`src/design/apg_pkg.sv`:
```
// Package for the arc polyline generator: widths, controller state codes,
// command/status structs and the CORDIC arctangent table. No dependencies.
package apg_pkg;

    localparam int LEN_W     = 20;
    localparam int CURV_W    = 24;
    localparam int HEAD_W    = 16;
    localparam int PPL_W     = 16;
    localparam int COORD_W   = 21;
    localparam int PPL_RESET = 256;
    localparam int MAX_POINTS_DEF   = 63;
    localparam int CORDIC_STEPS_DEF = 16;
    localparam int ATAN_ENTRIES     = 24;
    localparam int DIV_STEPS        = 35;   // quotient bits of |sweep| >> 8
    localparam logic signed [33:0] INV_GAIN_Q30 = 34'sd652032874;
    localparam int CW = 34;   // CORDIC x/y width
    localparam int ZW = 34;   // CORDIC angle width
    localparam int ACC_W = 34;

    localparam logic [2:0] ST_IDLE  = 3'd0;
    localparam logic [2:0] ST_DIV   = 3'd1;
    localparam logic [2:0] ST_ORIG  = 3'd2;
    localparam logic [2:0] ST_ROT   = 3'd3;
    localparam logic [2:0] ST_MUL   = 3'd4;
    localparam logic [2:0] ST_EMIT  = 3'd5;

    typedef struct packed {
        logic load;       // capture item, start division
        logic div_step;   // one quotient bit for both divisions
        logic rot_start;  // load CORDIC for next vertex
        logic rot_step;   // one CORDIC iteration
        logic mul;        // multiply seg by cos/sin
        logic acc;        // accumulate and register output vertex
        logic orig;       // register origin vertex
    } t_cmd;

    typedef struct packed {
        logic div_done;
        logic rot_done;
        logic last_vtx;
    } t_sts;

    function automatic logic [31:0] atan_turn(input logic [4:0] i);
        case (i)
            5'd0:  atan_turn = 32'h20000000;  5'd1:  atan_turn = 32'h12E4051D;
            5'd2:  atan_turn = 32'h09FB385B;  5'd3:  atan_turn = 32'h051111D4;
            5'd4:  atan_turn = 32'h028B0D43;  5'd5:  atan_turn = 32'h0145D7E1;
            5'd6:  atan_turn = 32'h00A2F61E;  5'd7:  atan_turn = 32'h00517C55;
            5'd8:  atan_turn = 32'h0028BE53;  5'd9:  atan_turn = 32'h00145F2E;
            5'd10: atan_turn = 32'h000A2F98;  5'd11: atan_turn = 32'h000517CC;
            5'd12: atan_turn = 32'h00028BE6;  5'd13: atan_turn = 32'h000145F3;
            5'd14: atan_turn = 32'h0000A2F9;  5'd15: atan_turn = 32'h0000517C;
            5'd16: atan_turn = 32'h000028BE;  5'd17: atan_turn = 32'h0000145F;
            5'd18: atan_turn = 32'h00000A2F;  5'd19: atan_turn = 32'h00000517;
            5'd20: atan_turn = 32'h0000028B;  5'd21: atan_turn = 32'h00000145;
            5'd22: atan_turn = 32'h000000A2;  5'd23: atan_turn = 32'h00000051;
            default: atan_turn = 32'h0;
        endcase
    endfunction

endpackage

```
`src/design/apg_ctrl.sv`:
```
// Controller state machine of the arc polyline generator.
// Depends on apg_pkg for state codes and command/status structs.
module apg_ctrl #(
    parameter int CORDIC_STEPS = apg_pkg::CORDIC_STEPS_DEF
) (
    input  logic          i_clk,
    input  logic          i_rst_n,
    input  logic          i_in_valid,
    output logic          o_in_ready,
    output logic          o_out_valid,
    input  logic          i_out_ready,
    input  apg_pkg::t_sts i_sts,
    output apg_pkg::t_cmd o_cmd
);

    localparam int CNT_W = 6;

    logic [2:0]       r_state, n_state;
    logic [CNT_W-1:0] r_cnt, n_cnt;
    logic             r_last, n_last;
    logic             r_ovalid, n_ovalid;
    logic             take;

    assign take        = r_ovalid && i_out_ready;
    assign o_out_valid = r_ovalid;
    assign o_in_ready  = (r_state == apg_pkg::ST_IDLE);

    always_comb begin
        n_state  = r_state;
        n_cnt    = r_cnt;
        n_last   = r_last;
        n_ovalid = r_ovalid && !i_out_ready;
        o_cmd    = '0;
        case (r_state)
            apg_pkg::ST_IDLE: begin
                if (i_in_valid) begin
                    o_cmd.load = 1'b1;
                    n_cnt      = '0;
                    n_state    = apg_pkg::ST_DIV;
                end
            end
            apg_pkg::ST_DIV: begin
                o_cmd.div_step = 1'b1;
                n_cnt = r_cnt + 1'b1;
                if (r_cnt == CNT_W'(apg_pkg::DIV_STEPS - 1)) begin
                    n_state = apg_pkg::ST_ORIG;
                end
            end
            apg_pkg::ST_ORIG: begin
                if (!r_ovalid || take) begin
                    o_cmd.orig = 1'b1;
                    n_ovalid   = 1'b1;
                    o_cmd.rot_start = 1'b1;
                    n_cnt   = '0;
                    n_state = apg_pkg::ST_ROT;
                end
            end
            apg_pkg::ST_ROT: begin
                o_cmd.rot_step = 1'b1;
                n_cnt = r_cnt + 1'b1;
                if (r_cnt == CNT_W'(CORDIC_STEPS - 1)) begin
                    n_state = apg_pkg::ST_MUL;
                end
            end
            apg_pkg::ST_MUL: begin
                o_cmd.mul = 1'b1;
                n_last    = i_sts.last_vtx;
                n_state   = apg_pkg::ST_EMIT;
            end
            apg_pkg::ST_EMIT: begin
                if (!r_ovalid || take) begin
                    o_cmd.acc = 1'b1;
                    n_ovalid  = 1'b1;
                    if (r_last) begin
                        n_state = apg_pkg::ST_IDLE;
                    end else begin
                        o_cmd.rot_start = 1'b1;
                        n_cnt   = '0;
                        n_state = apg_pkg::ST_ROT;
                    end
                end
            end
            default: n_state = apg_pkg::ST_IDLE;
        endcase
    end

    always_ff @(posedge i_clk) begin
        if (!i_rst_n) begin
            r_state  <= apg_pkg::ST_IDLE;
            r_cnt    <= '0;
            r_last   <= 1'b0;
            r_ovalid <= 1'b0;
        end else begin
            r_state  <= n_state;
            r_cnt    <= n_cnt;
            r_last   <= n_last;
            r_ovalid <= n_ovalid;
        end
    end

endmodule

```
`config.mk`:
```
export PLATFORM = sky130hd
export DESIGN_NAME = apg_ctrl
export DESIGN_NICKNAME = d
export VERILOG_FILES = /design/src/design/apg_pkg.sv /design/src/design/apg_ctrl.sv
export SDC_FILE = /design/constraint.sdc
export NUM_CORES = 1
export LEC_CHECK = 0
export ABC_AREA = 1
export BUFFER_PORTS_ARGS = -buffer_cell sky130_fd_sc_hd__buf_2
export CORE_MARGIN = 1
export CORE_UTILIZATION = 45
export DETAILED_ROUTE_END_ITERATION = 8
export PLACE_DENSITY = 0.71
export REMOVE_ABC_BUFFERS = 1
export SETUP_SLACK_MARGIN = 0.05
export SLEW_MARGIN = 30
export SYNTH_ARGS = -nofsm -noshare
export SYNTH_HDL_FRONTEND = slang
export SYNTH_SLANG_ARGS = --single-unit
export TNS_END_PERCENT = 1
```
`constraint.sdc`:
```
create_clock -name i_clk -period 1.3 [get_ports i_clk]
set_clock_uncertainty 0.15 [all_clocks]
set_input_delay 0.26 -clock i_clk [delete_from_list [all_inputs] [get_ports i_clk]]
set_output_delay 0.26 -clock i_clk [all_outputs]
set_load 0.1 [all_outputs]
```
# Yosys cells after proc, flatten, opt, wreduce, memory -nomap -nowiden
# Cells that the tools add are included.
# word_totals
inputBits	7
output_inout_bits	9
regBits	11
# op_classes
mux	25
eq_ne	13
n_reduce_logical	11
addsub	1
# ops
cell	n
2-to-1 mux 6 bit	4
one-hot mux 6 bit (4 select lines)	1
one-hot mux 3 bit (6 select lines)	1
2-to-1 mux 3 bit	5
2-to-1 mux 1 bit	12
inequality test 2 bit (second input constant)	6
AND reduction 5 bit	2
adder 6 x 1 -> 6 bit (second input constant)	1
== test 3 x 2 -> 1 bit (second input constant)	2
== test 3 bit (second input constant)	2
== test 6 x 4 -> 1 bit (second input constant)	1
== test 6 bit (second input constant)	1
nonzero test 4 bit	1
OR reduction 2 bit	2
== test 3 x 1 -> 1 bit (second input constant)	1
zero test 3 bit	1
logical AND 1 bit	2
zero test 1 bit	2
2-to-1 mux 2 bit	1
one-hot mux 1 bit (2 select lines)	1
logical OR 1 bit	1

# Longest topological paths before layout
# Gate-level depths: netlist of the first run.
# depth
depth_word	4
mapped_depth	10

# Least setup slack after synthesis of the first run
# No wires, ideal clock.
# synth_timing
path_kind	register -> output
startpoint	register r_ovalid, in the netlist o_out_valid
endpoint	output port o_cmd[4] in the netlist's numbering
stages_incl_launch_ff	4
t_arrival_ns	2.341
slack_ns	-1.451
required_ns	0.890
cell_sequence	dfxtp_1 inv_1 nor2_1 a21oi_1
# synth_rtl
item	line	text
start: declaration	apg_ctrl.sv:21	logic r_ovalid, n_ovalid;
start signal: assignment	apg_ctrl.sv:97	r_ovalid <= n_ovalid;
end: declaration	apg_ctrl.sv:13	output apg_pkg::t_cmd o_cmd

==> flow_metrics.tcl, run 1 <==
set metrics [dict create \
    outcome "complete, but fails checks" \
    violations "negative setup slack" \
    grt_pass1_vias 643 \
    synthXorXnorAreaFrac 0 \
    dieArea_sq_um 1680 \
    synth-seq-cells 11 \
    post_drt_via_cell_ratio 5.12 \
    rsz0062_at_grt "true" \
    dp_hpwl_mm 1.27 \
    grt_max_degree 8 \
    n_antenna_cell 0 \
    cpPeakStageDelay_ns 0.36 \
    post_cts_buffers 0 \
    fin_crit_sh 1.26 \
    reg2reg_from "r_state[1]$_SDFFE_PN0P_" \
    synth_seq_area_share 0.322 \
    worstReg2RegEnd "r_state[1]$_SDFFE_PN0P_" \
    core_area_sq_um 1350 \
    io_pins 16 \
    clk_latency_ns 0.26 \
    drc_errors 0 \
    cts_inserted_buffers 3 \
    clkTransAtPathRegs_ns 0.07 \
    critPathLaunchType "flop" \
    maxSlewHeadroom 0.786 \
    r2r_setup_slack_ns -0.18 \
    hold_depth 3 \
    finalMaxSlewViolations 0 \
    die_y_um 41 \
    syn_area_sq_um 684 \
    synth.area.mux_share 0 \
    io_buffers 13 \
    maxCapViolCount 0 \
    clock.fmax_mhz 609 \
    cts_tree "built" \
    start_util 0.507 \
    fin_util 0.805 \
    drtIter0Drc 23 \
    worstSetupPathType "flop to output port" \
    finalWirelength_mm 1.78 \
    vias 783 \
    min_from "i_rst_n" \
    grt_util_met3 0.0870 \
    cp.arrival_ns 1.23 \
    grt_pass1_wl_mm 2.46 \
    clock_path_buffers 2 \
    dr.pass1.iters 4 \
    synthCells 109 \
    grt_util_met2 0.395 \
    finalWorstSetupSlack_ns -0.342 \
    syn_area_per_cell_sq_um 6.28 \
    cpMaxStageDelayCell "dfxtp_2" \
    crit_chain "inv_2, nand4_1, a21oi_4, buf_12" \
    cts_hold_buf 0 \
    period_minus_slack_ns 1.64 \
    clock-sinks 11 \
    synth-simple-area-share 0.466 \
    cts-htree-levels 1 \
    place_congestion 0.837 \
    synth_compound_area_frac 0.0878 \
    fp-row-count 13 \
    required_ns 0.89 \
    reg2reg_depth 7 \
    cts-root-buf "clkbuf_4" \
    min_to "r_state[0]$_SDFFE_PN0P_" \
    multiInputGateArea_sq_um 459 \
    hp-class "primary input to flop" \
    ant_nets 0 \
    wl_per_cell_um 11.6 \
    grtUsageMet1 0.255 \
    cp-end-kind "output port" \
    final_hold_viol_count 0 \
    cp_max_fo 5 \
    grt-busiest-layer "met2" \
    synth_cell_types 16 \
    die_w_um 41 \
    fillers 93 \
    setup_violations 17 \
    register_area_sq_um 229 \
    yosys.area_share.adder 0.0366 \
    grt_usage 0.222 \
    synth_top_family_by_area "simple AND/OR/NAND/NOR gates" \
    grt_overflow 0 \
    nets 148 \
    drive_above_1_share 0.435 \
    area.growth.synth_to_final_pct 58.9 \
    antenna_found_initial 0 \
    yosys_warnings 0 \
    tightest_slew_ns 0.322 \
]
## registers in the layout, indices dropped and copies added (netlist names)
signal,flops
r_state,3
r_last,1
r_cnt,6
o_out_valid,1
## metrics by stage
stage	hold slack [ns]	setup WS, ns	TNS, ns	area [sq um]	cells
6_report	0.126	-0.342	-3.23	1090	153
5_1_grt	0.118	-0.407	-4.55	1090	153
4_1_cts	0.117	-0.351	-2.96	1070	153
3_5_place_dp	0.324	-0.150	-1.61	993	149
3_3_place_gp	0.318	-0.157	-1.44	993	149
2_1_floorplan	0.231	-1.45	-12.55	684	109
## cell usage in the layout (no fill, tap or decap)
| master | netlist | routed |
|---|---|---|
| buf_2 | 0 | 4 |
| nand3_2 | 1 | 1 |
| or2_2 | 3 | 2 |
| ha_1 | 2 | 2 |
| nand2_2 | 6 | 7 |
| dfxtp_2 | 0 | 4 |
| inv_2 | 1 | 2 |
| a21oi_4 | 0 | 1 |
| buf_4 | 0 | 11 |
| dfxtp_4 | 0 | 1 |
| nor2_2 | 3 | 8 |
| a21oi_1 | 9 | 7 |
| nand3_1 | 11 | 11 |
| clkbuf_1 | 0 | 1 |
| nand3b_1 | 1 | 1 |
| or2_4 | 0 | 1 |
| clkbuf_4 | 0 | 3 |
| o21ai_0 | 3 | 3 |
| a21oi_2 | 0 | 1 |
| nor2_1 | 19 | 11 |
| nand2_1 | 22 | 21 |
| dfxtp_1 | 11 | 6 |
| nand4_1 | 1 | 1 |
| buf_12 | 0 | 9 |
| inv_1 | 15 | 14 |
| nor2_4 | 1 | 4 |
| buf_6 | 0 | 1 |
## worst max-delay path: cells and delay by family, from the launching register on
family	cells	cell delay, ns
DFF	1	0.36
buffers and inverters	2	0.26
AOI/OAI and AO/OA	1	0.19
and+or+nand+nor	1	0.16
## layout make-up
type | count | share of cell area
sequential | 11 | 0.211
tap | 15 | 0.0173
multi-input combinational | 82 | 0.422
timing repair buffer | 25 | 0.270
inverter | 16 | 0.0552
clock buffer | 4 | 0.0242
## cell families after synthesis
family,Yosys count
and+or+nand+nor,68
buffers and inverters,16
AOI/OAI and AO/OA,12
DFF,11
adders and majority gates,2
## Yosys cell counts (all sizes together)
master | count | area (sq um)
nand2 | 28 | 120
nor2 | 23 | 101
inv | 16 | 60.1
nand3 | 12 | 65.1
dfxtp | 11 | 220
a21oi | 9 | 45.0
o21ai | 3 | 15.0
or2 | 3 | 18.8
ha | 2 | 25.0
nand3b | 1 | 7.51
nand4 | 1 | 6.26
## per-layer routing
layer / vias up / part of all wire
met5: - / 0
met4: 0 / 0.0056
met3: 2 / 0.065
met2: 31 / 0.52
met1: 348 / 0.40
li1: 402 / -
## how the worst max path moves through the flow
stage / start / end / slack, ns
2_1_floorplan: o_out_valid$_SDFF_PN0_ / o_cmd[4] / -1.45
3_3_place_gp: r_state[0]$_SDFFE_PN0P_ / o_cmd[4] / -0.16
3_5_place_dp: r_state[0]$_SDFFE_PN0P_ / o_cmd[6] / -0.15
4_1_cts: r_state[0]$_SDFFE_PN0P_ / o_cmd[4] / -0.35
5_1_grt: r_state[1]$_SDFFE_PN0P_ / o_cmd[4] / -0.41
6_report: r_state[1]$_SDFFE_PN0P_ / o_cmd[4] / -0.34
## repair_timing
| item | in CTS | in global routing |
|---|---|---|
| gates resized for setup | 20 | 4 |
| pin swaps | 4 | 2 |
| endpoints found under the setup margin | 19 | 19 |
Power of run 1 is left out: the tool's default activity adds up to more than one toggle a clock period on the data nets, which glitch-free logic cannot reach.
==> run 2: changes to the inputs <==
--- a/config.mk
+++ b/config.mk
@@ -11,7 +11,6 @@
 export CORE_UTILIZATION = 45
 export DETAILED_ROUTE_END_ITERATION = 8
 export PLACE_DENSITY = 0.71
-export REMOVE_ABC_BUFFERS = 1
 export SETUP_SLACK_MARGIN = 0.05
 export SLEW_MARGIN = 30
 export SYNTH_ARGS = -nofsm -noshare
==> run 2 against run 1 <==
The flow still finishes with violations (negative setup slack). Sequential share of layout area shrank 0.62 points. Die area is the same. Count of clock-buffer cells in the layout is the same. Via count shrank 0.26%. Fmax shrank 1.6%. Cell count grew 2.0%. Non-clock buffer count grew 3. Routed wire length shrank 3.3%. Worst hold slack lost 0.045 ns. Register-to-register slack gained 0.06 ns. Critical path type unchanged. Critical endpoint unchanged. Largest cell class unchanged.
==> flow_metrics.tcl, run 2 (same netlist as run 1, synthesis figures left out) <==
set metrics [dict create \
    clock-sinks 11 \
    drc_errors 0 \
    cts-htree-levels 1 \
    critPathLaunchType "flop" \
    n_antenna_cell 0 \
    clk_latency_ns 0.29 \
    place_ws_ns -0.165 \
    ant_nets 0 \
    cpPeakStageDelay_ns 0.37 \
    outcome "complete, but fails checks" \
    regMostFlops "r_cnt" \
    hp-class "primary input to flop" \
    grt_max_degree 8 \
    stdcell_count 156 \
    final_common_cell "nand2_1" \
    largest_register_ff_count 6 \
    place_congestion 0.835 \
    worstSetupPathType "flop to output port" \
    crit_start "r_state[1]$_SDFFE_PN0P_" \
    finalWorstSetupSlack_ns -0.369 \
    rsz0062_at_grt "true" \
    min_from "i_rst_n" \
    antenna_found_initial 0 \
    violations "negative setup slack" \
    start_util 0.507 \
    cp-end-kind "output port" \
    tightest_slew_ns 0.267 \
    drtIter0Drc 12 \
    final_hold_viol_count 0 \
    period_minus_slack_ns 1.67 \
    grt-busiest-layer "met2" \
    wl_per_cell_um 11.0 \
    clkTransAtPathRegs_ns 0.07 \
    nets 151 \
    grt_util_met2 0.371 \
    core_area_sq_um 1350 \
    vias 781 \
    reg2reg_from "r_state[0]$_SDFFE_PN0P_" \
    top_regs "r_cnt x6, r_state x3" \
    maxCapViolCount 0 \
    drive_above_1_share 0.461 \
    cts-root-buf "clkbuf_4" \
    area.growth.synth_to_final_pct 68.2 \
    required_ns 0.89 \
    dp.cells 151 \
    fin_setup_tns_ns -3.63 \
    post_drt_via_cell_ratio 5.01 \
    grt_pass1_wl_mm 2.52 \
    io_buffers 13 \
    maxSlewHeadroom 0.822 \
    die_w_um 41 \
    grt_util_met3 0.0652 \
    grtUsageMet1 0.309 \
    cts_tree "built" \
    io_pins 16 \
    die_y_um 41 \
    cp.arrival_ns 1.26 \
    cpMaxStageDelayCell "dfxtp_2" \
    dp_hpwl_mm 1.28 \
    finalMaxSlewViolations 0 \
    crit_chain "buf_4, nand2_2, a21oi_4, buf_12" \
    fin_crit_sh 1.28 \
    grt_usage 0.243 \
    cts_hold_buf 0 \
    clock_path_buffers 2 \
    layout_common_cells "nand2_1 (20), inv_1 (13), buf_4 (13)" \
    synth_fp_nets 118 \
    clock.fmax_mhz 599 \
    cts_inserted_buffers 3 \
    grt_overflow 0 \
    dieArea_sq_um 1680 \
    dr.pass1.iters 4 \
    fp-row-count 13 \
    cp_max_fo 4 \
    grt_pass1_vias 618 \
    finalWirelength_mm 1.72 \
    setup_violations 18 \
    fin_util 0.853 \
]
[run 2: cell count changes in the layout (fill, tap and decap cells not counted), sizes merged]
cell,change
buf,+3
[run 2: timing repair]
action	CTS	global route
setup buffers	1	0
resized for setup	9	4
cloned	0	0
hold endpoints to repair	0	0
pin swaps	4	2
setup endpoints to repair	20	20
[run 2: cell type report]
| class | count | area (sq um) |
|---|---|---|
| clock buffer | 4 | 26.3 |
| fill | 85 | 199 |
| inverter | 16 | 62.6 |
| multi-input combinational | 82 | 479 |
| sequential | 11 | 235 |
| tap | 15 | 18.8 |
| timing repair buffer | 28 | 329 |
[run 2: final timing paths]
check                                                to  slack [ns]  cells past startpoint
worst max-delay path                           o_cmd[4]       -0.37                      4
worst min-delay path            r_state[1]$_SDFFE_PN0P_        0.08                      3
worst max register to register    r_cnt[3]$_SDFFE_PN0P_       -0.12                      7
worst min register to register    r_cnt[5]$_SDFFE_PN0P_        0.35                      2
[run 2: layer usage]
metal,share of wire,vias to the layer above
met5,0,-
li1,-,408
met1,0.47,345
met3,0.048,5
met2,0.46,23
met4,0.020,0
[run 2: worst max-delay path: cells and delay by family (launching register included)]
kind | cells | cell delay, ns
flip-flops | 1 | 0.37
buffers and inverters | 2 | 0.31
AO/OA/AOI/OAI | 1 | 0.19
AND/OR/NAND/NOR | 1 | 0.10
[run 2: metrics by stage]
| stage | instance area, sq um | hold WS [ns] |
|---|---|---|
| after floorplan | 748 | 0.221 |
| after global placement | 1080 | 0.316 |
| after detailed placement | 1080 | 0.329 |
| after CTS | 1140 | 0.0760 |
| after global routing | 1150 | 0.0848 |
| final | 1150 | 0.0809 |
Power of run 2 is left out for the same reason.
==> run 3: changes to the inputs <==
--- a/config.mk
+++ b/config.mk
@@ -10,7 +10,7 @@
 export CORE_MARGIN = 1
 export CORE_UTILIZATION = 45
 export DETAILED_ROUTE_END_ITERATION = 8
-export PLACE_DENSITY = 0.71
+export PLACE_DENSITY = 0.79
 export SETUP_SLACK_MARGIN = 0.05
 export SLEW_MARGIN = 30
 export SYNTH_ARGS = -nofsm -noshare
==> run 3 against run 2 <==
The run still ends with negative setup slack left. Non-clock buffer count rose by 2. Via count rose by 11%. Core utilization rose by 3.3 points. First-iteration DRC count rose to 4.4 times the previous value. Cell count rose by 1.3%.
==> flow_metrics.tcl, run 3 (same netlist as run 1, synthesis figures left out) <==
set metrics [dict create \
    vias 868 \
    regMostFlops "r_cnt" \
    dp_hpwl_mm 1.44 \
    io_buffers 13 \
    outcome "complete, but fails checks" \
    cpMaxStageDelayCell "dfxtp_4" \
    final_common_cell "nand2_1" \
    cp-end-kind "output port" \
    nets 153 \
    period_minus_slack_ns 1.68 \
    fin_crit_sh 1.29 \
    finalWirelength_mm 2.41 \
    cp_num_buf_inv 3 \
    reg2reg_from "r_state[2]$_SDFFE_PN0P_" \
    reg2reg_depth 9 \
    required_ns 0.89 \
    fillers 65 \
    placedInstanceArea_sq_um 1100 \
    clkTransAtPathRegs_ns 0.07 \
    cp.arrival_ns 1.27 \
    fin_setup_tns_ns -4.19 \
    cpPeakStageDelay_ns 0.37 \
    cts_inserted_buffers 3 \
    grt_usage 0.268 \
    ant_nets 0 \
    cts-root-buf "clkbuf_4" \
    clock_path_buffers 2 \
    final_area_sq_um 1200 \
    cp_max_fo 5 \
    violations "negative setup slack" \
    n_antenna_cell 0 \
    setup_violations 18 \
    grt_pass1_vias 717 \
    dieArea_sq_um 1680 \
    core_area_sq_um 1350 \
    worstSetupPathType "flop to output port" \
    fp-row-count 13 \
    finalWorstSetupSlack_ns -0.381 \
    grt_max_degree 8 \
    dr.pass1.iters 4 \
    start_util 0.507 \
    place_congestion 0.884 \
    hold_depth 3 \
    cts_hold_buf 0 \
    multiInputGateArea_sq_um 509 \
    finalMaxSlewViolations 0 \
    die_w_um 41 \
    cp_top_family "buffers and inverters" \
    grt_overflow 0 \
    crit_chain "buf_4, inv_4, nand2_2, nor2_4, buf_12" \
    clock.fmax_mhz 595 \
    rsz0062_at_grt "true" \
    largest_register_ff_count 6 \
    final_hold_viol_count 0 \
    r2r_setup_slack_ns -0.24 \
    grt_pass1_wl_mm 2.86 \
    drtIter0Drc 53 \
    tightest_slew_ns 0.234 \
    die_y_um 41 \
    worstReg2RegEnd "r_state[2]$_SDFFE_PN0P_" \
    drc_errors 0 \
    io_pins 16 \
    clk_latency_ns 0.28 \
    hp-class "primary input to flop" \
    clock-sinks 11 \
    critPathLaunchType "flop" \
    synth_fp_nets 118 \
    fin_util 0.886 \
    drive_above_1_share 0.503 \
    min_to "r_state[2]$_SDFFE_PN0P_" \
    area.growth.synth_to_final_pct 74.8 \
    top_regs "r_cnt x6, r_state x3" \
    cts_tree "built" \
    cts-htree-levels 1 \
    min_from "i_rst_n" \
    antenna_found_initial 0 \
    layout_common_cells "nand2_1 (20), buf_4 (15), inv_1 (11), nand3_1 (11), nor2_1 (11)" \
    maxCapViolCount 0 \
    post_drt_via_cell_ratio 5.49 \
    register_area_sq_um 235 \
    maxSlewHeadroom 0.843 \
    wl_per_cell_um 15.2 \
]
run 3: metrics by stage:
step	hold slack [ns]	setup WS (ns)	instances
finish	0.119	-0.381	158
detailed placement	0.343	-0.225	153
floorplan	0.221	-0.359	109
global placement	0.313	-0.137	153
CTS	0.104	-0.353	158
global route	0.118	-0.416	158
run 3: layout make-up:
| type | instances | area share |
|---|---|---|
| Tap cell | 15 | 0.0157 |
| Sequential cell | 11 | 0.197 |
| Clock buffer | 4 | 0.0220 |
| Inverter | 16 | 0.0523 |
| Timing Repair Buffer | 30 | 0.288 |
| Multi-Input combinational cell | 82 | 0.426 |
run 3: worst max path at each step:
stage,from,to,slack [ns],cells after the start
4_1_cts,r_state[2]$_SDFFE_PN0P_,o_cmd[4],-0.35,4
6_report,r_state[2]$_SDFFE_PN0P_,o_cmd[6],-0.38,5
3_5_place_dp,r_cnt[0]$_SDFFE_PN0P_,r_state[2]$_SDFFE_PN0P_,-0.22,10
3_3_place_gp,r_state[0]$_SDFFE_PN0P_,r_state[2]$_SDFFE_PN0P_,-0.14,7
2_1_floorplan,r_state[1]$_SDFFE_PN0P_,o_cmd[4],-0.36,3
5_1_grt,r_state[1]$_SDFFE_PN0P_,o_cmd[4],-0.42,4
run 3: worst register-to-register path: stages, from the launching register on:
cell     delay, ns
dfxtp_4       0.37
buf_4         0.14
inv_4         0.06
nand2_2       0.09
nor2_2        0.13
inv_1         0.11
nand2_2       0.11
nor2_4        0.05
nor2_1        0.15
nor2_1        0.07
run 3: what timing repair did:
item,4_1_cts,5_1_grt
pin swaps,3,1
resized for setup,10,11
setup buffers,1,0
setup endpoints to repair,18,19
run 3: routing by layer:
metal  share of wire  global-route usage
met5               0                   0
met4           0.032               0.150
met3           0.056              0.0326
met2            0.53               0.535
met1            0.38               0.253
Power of run 3 is left out for the same reason.
